[config.mk]
export PLATFORM = sky130hd
export DESIGN_NAME = calendar_date_arithmetic_core_flat
export DESIGN_NICKNAME = d
export VERILOG_FILES = /design/src/hw/rtl/cda_pkg.sv /design/src/hw/rtl/cda_if.sv /design/src/hw/rtl/calendar_date_arithmetic_core.sv /design/src/flat_wrapper.sv
export VERILOG_INCLUDE_DIRS = /design/src /design/src/hw/rtl
export SDC_FILE = /design/constraint.sdc
export NUM_CORES = 1
export LEC_CHECK = 0
export BUFFER_PORTS_ARGS = -buffer_cell sky130_fd_sc_hd__buf_2
export CORE_ASPECT_RATIO = 1.1
export CORE_UTILIZATION = 55
export CTS_BUF_LIST = sky130_fd_sc_hd__clkbuf_16
export CTS_CLUSTER_SIZE = 16
export DETAILED_ROUTE_END_ITERATION = 12
export HOLD_SLACK_MARGIN = 0.06
export PLACE_DENSITY = 0.75
export SETUP_SLACK_MARGIN = 0.5
export SLEW_MARGIN = 0
export SYNTH_ARGS = -nofsm -noshare
export SYNTH_HDL_FRONTEND = slang
export SYNTH_SLANG_ARGS = --single-unit
export TNS_END_PERCENT = 100
[constraint.sdc]
create_clock -name clk -period 17.2 [get_ports clk]
set_clock_uncertainty 0.15 [all_clocks]
set_input_delay 2.58 -clock clk [delete_from_list [all_inputs] [get_ports clk]]
set_output_delay 2.58 -clock clk [all_outputs]
set_load 0.01 [all_outputs]
[src/hw/rtl/calendar_date_arithmetic_core_defines.svh]
// Assertion macros shared by the calendar date arithmetic RTL.
// Expects clk and arst_n in the scope of each use.
`ifndef CALENDAR_DATE_ARITHMETIC_CORE_DEFINES_SVH
`define CALENDAR_DATE_ARITHMETIC_CORE_DEFINES_SVH

// Same-cycle implication, disabled while in reset.
`define CDA_ASSERT_IMP(lbl, ante, cons, msg) \
	lbl: assert property (@(posedge clk) disable iff (!arst_n) (ante) |-> (cons)) \
		else $error(msg);

// Next-cycle implication, disabled while in reset.
`define CDA_ASSERT_NXT(lbl, ante, cons, msg) \
	lbl: assert property (@(posedge clk) disable iff (!arst_n) (ante) |=> (cons)) \
		else $error(msg);

`endif

[src/hw/rtl/cda_pkg.sv]
// Package for the calendar date arithmetic core: field widths, opcodes,
// calendar block sizes and month length lookup. No dependencies.
package cda_pkg;

	localparam int OPCODE_W = 3;
	localparam int YEAR_W   = 14;
	localparam int MONTH_W  = 4;
	localparam int DAY_W    = 5;
	localparam int DELTA_W  = 20;
	localparam int ORD_W    = 22;

	localparam int YEAR_MAX_DEF   = 9999;
	localparam int DELTA_BITS_DEF = 20;

	localparam logic [OPCODE_W-1:0] OP_NEXT  = 3'd0;
	localparam logic [OPCODE_W-1:0] OP_PREV  = 3'd1;
	localparam logic [OPCODE_W-1:0] OP_ADD   = 3'd2;
	localparam logic [OPCODE_W-1:0] OP_SUB   = 3'd3;
	localparam logic [OPCODE_W-1:0] OP_DOY   = 3'd4;
	localparam logic [OPCODE_W-1:0] OP_EPOCH = 3'd5;

	localparam logic [MONTH_W-1:0] MONTH_FEB = 4'd2;
	localparam logic [MONTH_W-1:0] MONTH_APR = 4'd4;
	localparam logic [MONTH_W-1:0] MONTH_JUN = 4'd6;
	localparam logic [MONTH_W-1:0] MONTH_SEP = 4'd9;
	localparam logic [MONTH_W-1:0] MONTH_NOV = 4'd11;
	localparam logic [MONTH_W-1:0] MONTH_DEC = 4'd12;

	// Block stages of the year walk: 400, 100, 4 and 1 year(s).
	typedef logic [1:0] stage_t;
	localparam stage_t STG_400 = 2'd0;
	localparam stage_t STG_100 = 2'd1;
	localparam stage_t STG_4   = 2'd2;
	localparam stage_t STG_1   = 2'd3;

	localparam int YBLK_W = 9;
	localparam int DBLK_W = 18;

	function automatic logic [YBLK_W-1:0] year_blk(stage_t s);
		logic [YBLK_W-1:0] r;
		case (s)
			STG_400: r = 9'd400;
			STG_100: r = 9'd100;
			STG_4:   r = 9'd4;
			default: r = 9'd1;
		endcase
		return r;
	endfunction

	function automatic logic [DBLK_W-1:0] day_blk(stage_t s);
		logic [DBLK_W-1:0] r;
		case (s)
			STG_400: r = 18'd146097;
			STG_100: r = 18'd36524;
			STG_4:   r = 18'd1461;
			default: r = 18'd365;
		endcase
		return r;
	endfunction

	function automatic logic [DAY_W-1:0] month_len(logic [MONTH_W-1:0] m, logic leap);
		logic [DAY_W-1:0] r;
		case (m)
			MONTH_FEB: r = leap ? 5'd29 : 5'd28;
			MONTH_APR, MONTH_JUN, MONTH_SEP, MONTH_NOV: r = 5'd30;
			default: r = 5'd31;
		endcase
		return r;
	endfunction

	// Day number of 31 December of the given year (30 December if it is a leap year), 1 January of year 1 being 0.
	function automatic int unsigned epoch_last(int unsigned ymax);
		int unsigned p;
		p = ymax - 1;
		return p * 365 + p / 4 - p / 100 + p / 400 + 364;
	endfunction

endpackage

[src/hw/rtl/cda_if.sv]
// Valid/ready channels of the calendar date arithmetic core.
// Depends on cda_pkg for the field widths.
interface cda_req_if import cda_pkg::*; ();
	logic                valid;
	logic                ready;
	logic [OPCODE_W-1:0] opcode;
	logic [YEAR_W-1:0]   year_in;
	logic [MONTH_W-1:0]  month_in;
	logic [DAY_W-1:0]    day_in;
	logic [DELTA_W-1:0]  day_delta;

	modport source (output valid, opcode, year_in, month_in, day_in, day_delta,
		input ready);
	modport sink (input valid, opcode, year_in, month_in, day_in, day_delta,
		output ready);
endinterface

interface cda_rsp_if import cda_pkg::*; ();
	logic               valid;
	logic               ready;
	logic [YEAR_W-1:0]  year_out;
	logic [MONTH_W-1:0] month_out;
	logic [DAY_W-1:0]   day_out;
	logic [ORD_W-1:0]   ordinal;
	logic               error;

	modport source (output valid, year_out, month_out, day_out, ordinal, error,
		input ready);
	modport sink (input valid, year_out, month_out, day_out, ordinal, error,
		output ready);
endinterface

[src/hw/rtl/calendar_date_arithmetic_core.sv]
// Gregorian date calculator: next/previous day, add/subtract days, day of year, epoch count.
// Depends on cda_pkg, the channels in cda_if.sv and the assertion macros header.
//
// Usage
//   req (sink):  one word = opcode, date, day_delta. Taken only while the core is idle.
//   rsp (source): one word per request = result date, ordinal, error flag.
// Operation
//   The date is turned into a day number by a walk over 400/100/4/1-year blocks and then
//   over the months, all through one shared day adder and one year adder. Date opcodes
//   add or subtract the step and walk the blocks back down to a date.
// Throughput
//   One request at a time. With the default YEAR_MAX, a year walk steps over at most 24
//   400-year, 3 100-year, 24 4-year and 3 1-year blocks, then over the months; date opcodes
//   walk both ways. A bad year, month or zero day skips both walks and goes straight to
//   the result. req.ready returns in the cycle after the result is loaded.
// Stalls and reset
//   Results sit in an output register, so the next request is taken while an earlier
//   result still waits; a finished result is held in the core until that register frees.
//   arst_n clears the sequencer and the output valid; no result is pending after reset.
`include "calendar_date_arithmetic_core_defines.svh"

module calendar_date_arithmetic_core import cda_pkg::*; #(
	parameter int YEAR_MAX   = YEAR_MAX_DEF,
	parameter int DELTA_BITS = DELTA_BITS_DEF
) (
	input  logic       clk,
	input  logic       arst_n,
	cda_req_if.sink    req,
	cda_rsp_if.source  rsp
);

	// Widths that follow from the parameters.
	localparam int          YMAX_W     = $clog2(YEAR_MAX + 1);
	localparam int          YW         = (YMAX_W > YEAR_W) ? YMAX_W : YEAR_W;
	localparam int unsigned EPOCH_LAST = epoch_last(YEAR_MAX);
	localparam int          EW         = $clog2(EPOCH_LAST + 1);
	localparam int          DBW        = (DELTA_BITS < DELTA_W) ? DELTA_BITS : DELTA_W;
	localparam int          DW         = ((EW > DBW) ? EW : DBW) + 1;

	localparam logic [YW-1:0] YMAX_V = YW'(YEAR_MAX);
	localparam logic [DW-1:0] LAST_V = DW'(EPOCH_LAST);

	// Block counts that mark a leap year at the end of a walk.
	localparam logic [4:0] N4_CENTURY = 5'd24;
	localparam logic [1:0] N100_LAST  = 2'd3;
	localparam logic [4:0] N1_LAST    = 5'd3;

	localparam logic [3:0] S_IDLE  = 4'd0;
	localparam logic [3:0] S_FWD   = 4'd1;
	localparam logic [3:0] S_MON   = 4'd2;
	localparam logic [3:0] S_DOY   = 4'd3;
	localparam logic [3:0] S_EPOCH = 4'd4;
	localparam logic [3:0] S_CHK   = 4'd5;
	localparam logic [3:0] S_REV   = 4'd6;
	localparam logic [3:0] S_RMON  = 4'd7;
	localparam logic [3:0] S_DONE  = 4'd8;

	logic [3:0]          state_q;
	stage_t              stage_q;
	logic [4:0]          cnt_q;
	logic [1:0]          n100_q;
	logic [4:0]          n4_q;
	logic                leap_q;
	logic [MONTH_W-1:0]  mo_q;

	// Latched request.
	logic [OPCODE_W-1:0] op_q;
	logic [MONTH_W-1:0]  m_q;
	logic [DAY_W-1:0]    d_q;
	logic [DBW-1:0]      delta_q;

	// Working registers: year side and day side of the shared unit.
	logic [YW-1:0]       yreg_q;
	logic [DW-1:0]       dreg_q;
	logic [DW-1:0]       ydays_q;

	// Result held until the output register is free.
	logic [YEAR_W-1:0]   res_y_q;
	logic [MONTH_W-1:0]  res_m_q;
	logic [DAY_W-1:0]    res_d_q;
	logic [ORD_W-1:0]    res_ord_q;
	logic                res_err_q;

	// Output register.
	logic                ovld_q;
	logic [YEAR_W-1:0]   oy_q;
	logic [MONTH_W-1:0]  om_q;
	logic [DAY_W-1:0]    od_q;
	logic [ORD_W-1:0]    oord_q;
	logic                oerr_q;

	logic                accept;
	logic                pre_ok;
	logic                load;
	logic                is_sub_op;
	logic                leap_next;
	logic                rev_cap;
	logic [DAY_W-1:0]    len_mo;
	logic [DAY_W-1:0]    len_m;

	// Shared units.
	logic                ysub;
	logic [YW-1:0]       yop;
	logic [YW:0]         ysum;
	logic                dsub;
	logic [DW-1:0]       dop;
	logic [DW-1:0]       dsum;
	logic [ORD_W+DW-1:0] ord_ext;

	assign accept    = req.valid && req.ready;
	assign req.ready = (state_q == S_IDLE);
	assign load      = (state_q == S_DONE) && (!ovld_q || rsp.ready);
	assign is_sub_op = (op_q == OP_PREV) || (op_q == OP_SUB);

	// Coarse date check; the day against the month length waits for the leap flag.
	assign pre_ok = (req.year_in != '0) && (YW'(req.year_in) <= YMAX_V) &&
		(req.month_in != '0) && (req.month_in <= MONTH_DEC) && (req.day_in != '0);

	// Leap year: last year of a 4-block, unless a century that is not the fourth.
	assign leap_next = (cnt_q == N1_LAST) && ((n4_q != N4_CENTURY) || (n100_q == N100_LAST));

	// The walk back down may take at most three 100-year and three 1-year blocks.
	assign rev_cap = ((stage_q == STG_100) || (stage_q == STG_1)) && (cnt_q == N1_LAST);

	assign len_mo  = month_len(mo_q, leap_q);
	assign len_m   = month_len(m_q, leap_q);
	assign ord_ext = {{ORD_W{1'b0}}, dreg_q};

	// Operand selection for the year and day adders.
	always_comb begin
		ysub = (state_q == S_FWD);
		yop  = YW'(year_blk(stage_q));
		dsub = 1'b0;
		dop  = '0;
		case (state_q)
			S_FWD: begin
				dop = DW'(day_blk(stage_q));
			end
			S_MON: begin
				if (mo_q < m_q) begin
					dop = DW'(len_mo);
				end else begin
					dop = DW'(d_q) - DW'(1);
				end
			end
			S_DOY: begin
				dop = ydays_q;
			end
			S_EPOCH: begin
				dsub = is_sub_op;
				if ((op_q == OP_NEXT) || (op_q == OP_PREV)) begin
					dop = DW'(1);
				end else begin
					dop = DW'(delta_q);
				end
			end
			S_REV: begin
				dsub = 1'b1;
				dop  = DW'(day_blk(stage_q));
			end
			S_RMON: begin
				dsub = 1'b1;
				dop  = DW'(len_mo);
			end
			default: begin
				dop = '0;
			end
		endcase
	end

	assign ysum = {1'b0, yreg_q} + ({1'b0, yop} ^ {(YW+1){ysub}}) + (YW+1)'(ysub);
	assign dsum = dreg_q + (dop ^ {DW{dsub}}) + DW'(dsub);

	// Sequencer and control state.
	always_ff @(posedge clk or negedge arst_n) begin
		if (!arst_n) begin
			state_q <= S_IDLE;
			stage_q <= STG_400;
			cnt_q   <= '0;
		end else begin
			case (state_q)
				S_IDLE: begin
					if (accept) begin
						state_q <= pre_ok ? S_FWD : S_DONE;
						stage_q <= STG_400;
						cnt_q   <= '0;
					end
				end
				S_FWD: begin
					if (!ysum[YW]) begin
						if (stage_q != STG_400) begin
							cnt_q <= cnt_q + 5'd1;
						end
					end else begin
						cnt_q <= '0;
						if (stage_q == STG_1) begin
							state_q <= S_MON;
						end else begin
							stage_q <= stage_q + 2'd1;
						end
					end
				end
				S_MON: begin
					if (mo_q >= m_q) begin
						state_q <= (d_q > len_m) ? S_DONE : S_DOY;
					end
				end
				S_DOY: begin
					if (op_q == OP_DOY || op_q > OP_EPOCH) begin
						state_q <= S_DONE;
					end else begin
						state_q <= S_EPOCH;
					end
				end
				S_EPOCH: begin
					state_q <= (op_q == OP_EPOCH) ? S_DONE : S_CHK;
				end
				S_CHK: begin
					stage_q <= STG_400;
					cnt_q   <= '0;
					if ((is_sub_op && dreg_q[DW-1]) || (!is_sub_op && dreg_q > LAST_V)) begin
						state_q <= S_DONE;
					end else begin
						state_q <= S_REV;
					end
				end
				S_REV: begin
					if (!dsum[DW-1] && !rev_cap) begin
						if (stage_q != STG_400) begin
							cnt_q <= cnt_q + 5'd1;
						end
					end else begin
						cnt_q <= '0;
						if (stage_q == STG_1) begin
							state_q <= S_RMON;
						end else begin
							stage_q <= stage_q + 2'd1;
						end
					end
				end
				S_RMON: begin
					if (!(mo_q < MONTH_DEC && !dsum[DW-1])) begin
						state_q <= S_DONE;
					end
				end
				S_DONE: begin
					if (load) begin
						state_q <= S_IDLE;
					end
				end
				default: begin
					state_q <= S_IDLE;
				end
			endcase
		end
	end

	// Datapath registers.
	always_ff @(posedge clk) begin
		case (state_q)
			S_IDLE: begin
				if (accept) begin
					op_q      <= req.opcode;
					m_q       <= req.month_in;
					d_q       <= req.day_in;
					delta_q   <= req.day_delta[DBW-1:0];
					yreg_q    <= YW'(req.year_in) - YW'(1);
					dreg_q    <= '0;
					res_y_q   <= req.year_in;
					res_m_q   <= req.month_in;
					res_d_q   <= req.day_in;
					res_ord_q <= '0;
					res_err_q <= !pre_ok;
				end
			end
			S_FWD: begin
				if (!ysum[YW]) begin
					yreg_q <= ysum[YW-1:0];
					dreg_q <= dsum;
				end else begin
					case (stage_q)
						STG_100: n100_q <= cnt_q[1:0];
						STG_4:   n4_q   <= cnt_q;
						STG_1: begin
							leap_q  <= leap_next;
							mo_q    <= 4'd1;
							ydays_q <= dreg_q;
							dreg_q  <= '0;
						end
						default: n100_q <= n100_q;
					endcase
				end
			end
			S_MON: begin
				if (mo_q < m_q) begin
					dreg_q <= dsum;
					mo_q   <= mo_q + 4'd1;
				end else if (d_q > len_m) begin
					res_err_q <= 1'b1;
				end else begin
					dreg_q <= dsum;
				end
			end
			S_DOY: begin
				if (op_q == OP_DOY) begin
					res_ord_q <= ord_ext[ORD_W-1:0];
				end else begin
					dreg_q <= dsum;
				end
			end
			S_EPOCH: begin
				if (op_q == OP_EPOCH) begin
					res_ord_q <= ord_ext[ORD_W-1:0];
				end else begin
					dreg_q <= dsum;
				end
			end
			S_CHK: begin
				yreg_q <= YW'(1);
				if ((is_sub_op && dreg_q[DW-1]) || (!is_sub_op && dreg_q > LAST_V)) begin
					res_err_q <= 1'b1;
				end
			end
			S_REV: begin
				if (!dsum[DW-1] && !rev_cap) begin
					yreg_q <= ysum[YW-1:0];
					dreg_q <= dsum;
				end else begin
					case (stage_q)
						STG_100: n100_q <= cnt_q[1:0];
						STG_4:   n4_q   <= cnt_q;
						STG_1: begin
							leap_q <= leap_next;
							mo_q   <= 4'd1;
						end
						default: n100_q <= n100_q;
					endcase
				end
			end
			S_RMON: begin
				if (mo_q < MONTH_DEC && !dsum[DW-1]) begin
					dreg_q <= dsum;
					mo_q   <= mo_q + 4'd1;
				end else begin
					res_y_q <= yreg_q[YEAR_W-1:0];
					res_m_q <= mo_q;
					res_d_q <= dreg_q[DAY_W-1:0] + 5'd1;
				end
			end
			default: begin
				dreg_q <= dreg_q;
			end
		endcase
	end

	// Output register: frees the core while a result waits on the receiver.
	always_ff @(posedge clk or negedge arst_n) begin
		if (!arst_n) begin
			ovld_q <= 1'b0;
		end else if (load) begin
			ovld_q <= 1'b1;
		end else if (rsp.ready) begin
			ovld_q <= 1'b0;
		end
	end

	always_ff @(posedge clk) begin
		if (load) begin
			oy_q   <= res_y_q;
			om_q   <= res_m_q;
			od_q   <= res_d_q;
			oord_q <= res_ord_q;
			oerr_q <= res_err_q;
		end
	end

	assign rsp.valid     = ovld_q;
	assign rsp.year_out  = oy_q;
	assign rsp.month_out = om_q;
	assign rsp.day_out   = od_q;
	assign rsp.ordinal   = oord_q;
	assign rsp.error     = oerr_q;

	`CDA_ASSERT_NXT(a_accept_leaves_idle, accept, state_q != S_IDLE, "request taken but core stayed idle")
	`CDA_ASSERT_NXT(a_load_shows_valid, load, rsp.valid, "result loaded but rsp.valid low")
	`CDA_ASSERT_IMP(a_rev_cap, state_q == S_REV && stage_q == STG_100, cnt_q <= 5'd3, "more than three century blocks in the walk back")
	`CDA_ASSERT_IMP(a_month_range, rsp.valid && !rsp.error, rsp.month_out != '0 && rsp.month_out <= MONTH_DEC && rsp.day_out != '0, "good result with month or day out of range")

endmodule
[src/flat_wrapper.sv]
// flat-port wrapper written by rule: the top's interface ports become plain ports
module calendar_date_arithmetic_core_flat import cda_pkg::*;
#(
	parameter int YEAR_MAX   = YEAR_MAX_DEF,
	parameter int DELTA_BITS = DELTA_BITS_DEF
)
  (clk, arst_n, req_valid, req_opcode, req_year_in, req_month_in, req_day_in, req_day_delta, req_ready, rsp_valid, rsp_year_out, rsp_month_out, rsp_day_out, rsp_ordinal, rsp_error, rsp_ready);
  cda_req_if req_i ();
  cda_rsp_if rsp_i ();
  input  logic clk;
  input  logic arst_n;
  input wire logic [$bits(req_i.valid)-1:0] req_valid;
  input wire logic [$bits(req_i.opcode)-1:0] req_opcode;
  input wire logic [$bits(req_i.year_in)-1:0] req_year_in;
  input wire logic [$bits(req_i.month_in)-1:0] req_month_in;
  input wire logic [$bits(req_i.day_in)-1:0] req_day_in;
  input wire logic [$bits(req_i.day_delta)-1:0] req_day_delta;
  output wire logic [$bits(req_i.ready)-1:0] req_ready;
  output wire logic [$bits(rsp_i.valid)-1:0] rsp_valid;
  output wire logic [$bits(rsp_i.year_out)-1:0] rsp_year_out;
  output wire logic [$bits(rsp_i.month_out)-1:0] rsp_month_out;
  output wire logic [$bits(rsp_i.day_out)-1:0] rsp_day_out;
  output wire logic [$bits(rsp_i.ordinal)-1:0] rsp_ordinal;
  output wire logic [$bits(rsp_i.error)-1:0] rsp_error;
  input wire logic [$bits(rsp_i.ready)-1:0] rsp_ready;
  assign req_i.valid = req_valid;
  assign req_i.opcode = req_opcode;
  assign req_i.year_in = req_year_in;
  assign req_i.month_in = req_month_in;
  assign req_i.day_in = req_day_in;
  assign req_i.day_delta = req_day_delta;
  assign req_ready = req_i.ready;
  assign rsp_valid = rsp_i.valid;
  assign rsp_year_out = rsp_i.year_out;
  assign rsp_month_out = rsp_i.month_out;
  assign rsp_day_out = rsp_i.day_out;
  assign rsp_ordinal = rsp_i.ordinal;
  assign rsp_error = rsp_i.error;
  assign rsp_i.ready = rsp_ready;
  calendar_date_arithmetic_core #(.YEAR_MAX(YEAR_MAX), .DELTA_BITS(DELTA_BITS)) u_core (.clk(clk), .arst_n(arst_n), .req(req_i), .rsp(rsp_i));
endmodule
==> results.toml <==
[setup_path]
cp.required_ns = 17.16
end_kind = "flop"
cp_slowest_cell = "and3_1"
cp.arrival_ns = 6.47
r2r-start = "u_core.state_q[1]"
worstSetupPathType = "flop to flop"
slowest_delay_ns = 0.91
reg2reg_to = "u_core.dreg_q[12]"
reg2reg_depth = 17
critPathMaxFanout = 23
crit_chain = "or4b_1 -> inv_1 -> nor2_1 -> buf_4 -> o211ai_1 -> xnor2_1 -> ha_1 -> a211o_1 -> a21oi_2 -> o2bb2ai_1 -> a21oi_2 -> o21ai_1 -> o41ai_4 -> nor2_1 -> a21o_1 -> a21oi_1 -> and3_1"
startpoint_type = "flop"
r2r_slack_ns = 10.69
critical_path.top_delay_family = "compound AO/OA/AOI/OAI gates"
worst-path-buf-inv = 2

[logic_synthesis]
syn_area_per_cell_sq_um = 11.9
synth_fp_nets = 1019
yosys_warnings = 0
synth_enable_flop_cells = 196
synthAdderAreaFrac_pct = 6.95
synthMuxAreaShare_pct = 1.12
ys.flop_type = "edfxtp_1"
synth-simple-area-share_pct = 13.4
postSynth.asyncResetShare_pct = 5.77
synth_top_family_by_area = "compound AO/OA/AOI/OAI gates"
synthCells = 910
synth-seq-cells = 208
synth_compound_area_share_pct = 13.4
syn_area_sq_um = 10800
synth-xor-area-share_pct = 5.82
seq_area_frac_synth_pct = 57.1
synth_cell_types = 76

[cts]
post-cts-setup-buffers = 0
ctsRootBufferMaster = "clkbuf_16"
path_clk_slew_ns = 0.06
cts_resized = 0
clk_path_buf_depth = 3
htree_levels = 1
numCtsBuffers = 21
cts_tree = "done"
clk_latency_ns = 0.50
cts_sinks = 208
ctsHoldBuffers = 0

[cells_and_area]
antennaDiodeCount = 0
layout_commonest_cell = "edfxtp_1"
final_cell_mix = "edfxtp_1 (196), buf_2 (97), nand2_1 (92)"
fin_cells = 1274
final_layout_size_suffix_gt1_share_pct = 16.9
area_growth_pct = 14.3
final_nets = 1123
fillCellCount = 1466

[floorplanning]
ioPinCount = 98
row_count = 53
dieArea_sq_um = 20300
die_y_um = 149
core-area_sq_um = 19200
die_x_um = 136
initial_core_util_pct = 56.4

[power_and_ir_drop]
power_density_nw_per_um2 = 200
switching_power_uw = 950
p_int_uw = 1530
leakage_uw = 0.00491
ir_worst_vdd_mv = 0.109
clkPwrFrac_pct = 20.5
seqPwrFrac_pct = 36.6
combinationalPowerShare_pct = 42.9
switching_share_pct = 38.4

[grt]
grt_max_degree = 47
grt_overflow = 0
grt_pass1_wl_um = 38800
globalRouteTotalUtil_pct = 25.0
grt_pass1_vias = 7313
grt_antenna_before_repair = 0

[route]
wl_met1_um = 10800
vias_per_cell = 5.98
drtPass1Iterations = 5
antenna_left = 0
wl_met3_um = 2070
drt_wl_total_um = 24600
vias = 7621
drtIter0Drc = 716
highest_layer = "met4"
wl_met2_um = 11200
routedWlPerCell_um = 19.3
drcViolationCount = 0

[timing]
timing.setup.tns_ns = 0
worst_pin_slew_ns = 1.25
hold_violations = 0
max_freq_mhz = 154
drv_slew = 0
post-route-min-period_ns = 6.51
relSlewSlack_pct = 16.4
layout_worst_path_cycle_share_pct = 37.8
rsz0062_at_grt = "false"
setup_viol = 0
holdWs_ns = 0.267

[placement]
port_buffers = 97
place_congestion = 0.948
dp.cells = 1238
post-dp-hpwl_um = 17500

[status]
status = "complete, no violations"

[min_path]
min-delay-start = "u_core.res_y_q[9]"
min_to = "u_core.rsp.year_out[9]"
hold_class = "flop to flop"
hold_depth = 0

[run]
cap_violations = 0
-- cells in the mapped netlist (all sizes together), types with 12 or more instances --
cell type	n	area, sq um
nor2b	29	181
ha	57	713
a221oi	12	105
o22ai	13	81.3
clkbuf	20	75.1
inv	35	131
dfrtp	12	300
a21o	22	165
nand3	20	100
nor3	13	87.6
a21oi	38	209
edfxtp	196	5890
xor2	22	193
nand2	92	345
nor2	70	263
o21ai	52	279
xnor2	50	438
and3	14	92.6
-- state kept, by name (all words and copies together) (netlist names), 2 cells and up --
name                  cells
u_core.dreg_q            23
u_core.ydays_q           23
u_core.res_ord_q         22
u_core.rsp.ordinal       22
u_core.delta_q           20
u_core.res_y_q           14
u_core.rsp.year_out      14
u_core.yreg_q            14
u_core.cnt_q              5
u_core.d_q                5
u_core.n4_q               5
u_core.res_d_q            5
u_core.rsp.day_out        5
u_core.m_q                4
u_core.mo_q               4
u_core.res_m_q            4
u_core.rsp.month_out      4
u_core.state_q            4
u_core.op_q               3
u_core.n100_q             2
u_core.stage_q            2
-- power by group through the flow --
| stage | clock (uW) | combinational [uW] | sequential (uW) |
|---|---|---|---|
| finish | 508 | 1060 | 907 |
| global route | 533 | 1180 | 924 |
| detailed placement | 0 | 1050 | 913 |
| floorplan | 0 | 808 | 873 |
| CTS | 514 | 1060 | 904 |
| global placement | 0 | 1020 | 906 |
-- through the flow --
stage	power, uW	setup WS [ns]	utilization, %	instance area (sq um)
floorplan	1680	11.55	-	10800
global placement	1930	10.91	60.5	11600
detailed placement	1960	10.74	60.5	11600
CTS	2480	10.69	64.4	12400
global route	2640	10.30	64.4	12400
finish	2480	10.69	64.4	12400
-- area by class of cell --
| cell class | count | area (sq um) | share of cell area (%) |
|---|---|---|---|
| flip-flops and latches | 208 | 6190 | 49.9 |
| multi-input cells | 640 | 4440 | 35.8 |
| repair buffers | 107 | 561 | 4.52 |
| clock buffers | 21 | 526 | 4.24 |
| well taps | 247 | 309 | 2.49 |
| clock inverters | 15 | 239 | 1.93 |
| inverters | 36 | 135 | 1.09 |
-- logic make-up (layout without fill, tap and decap cells) --
family | Yosys count | after routing
adders and majority gates | 59 | 59
AOI/OAI and AO/OA | 206 | 206
xor gates and xnor gates | 72 | 72
muxes | 10 | 10
buffers and inverters | 62 | 179
and+or+nand+nor | 293 | 293
DFF | 208 | 208
-- worst max-delay path by stage --
stage | startpoint | end | slack, ns | cells after the start
after floorplan | u_core.state_q[1] | u_core.res_d_q[0] | 11.55 | 18
after global placement | u_core.state_q[1] | u_core.dreg_q[12] | 10.91 | 17
after detailed placement | u_core.state_q[1] | u_core.dreg_q[13] | 10.74 | 17
after CTS | u_core.state_q[1] | u_core.dreg_q[21] | 10.69 | 17
after global routing | u_core.state_q[1] | u_core.dreg_q[13] | 10.30 | 17
final | u_core.state_q[1] | u_core.dreg_q[12] | 10.69 | 17
-- layer usage --
layer	global-route usage, %	vias up
met5	0	-
met1	35.4	3666
met4	7.70	0
li1	-	3610
met3	4.01	39
met2	39.3	306
(Power assumes the default switching activity.)
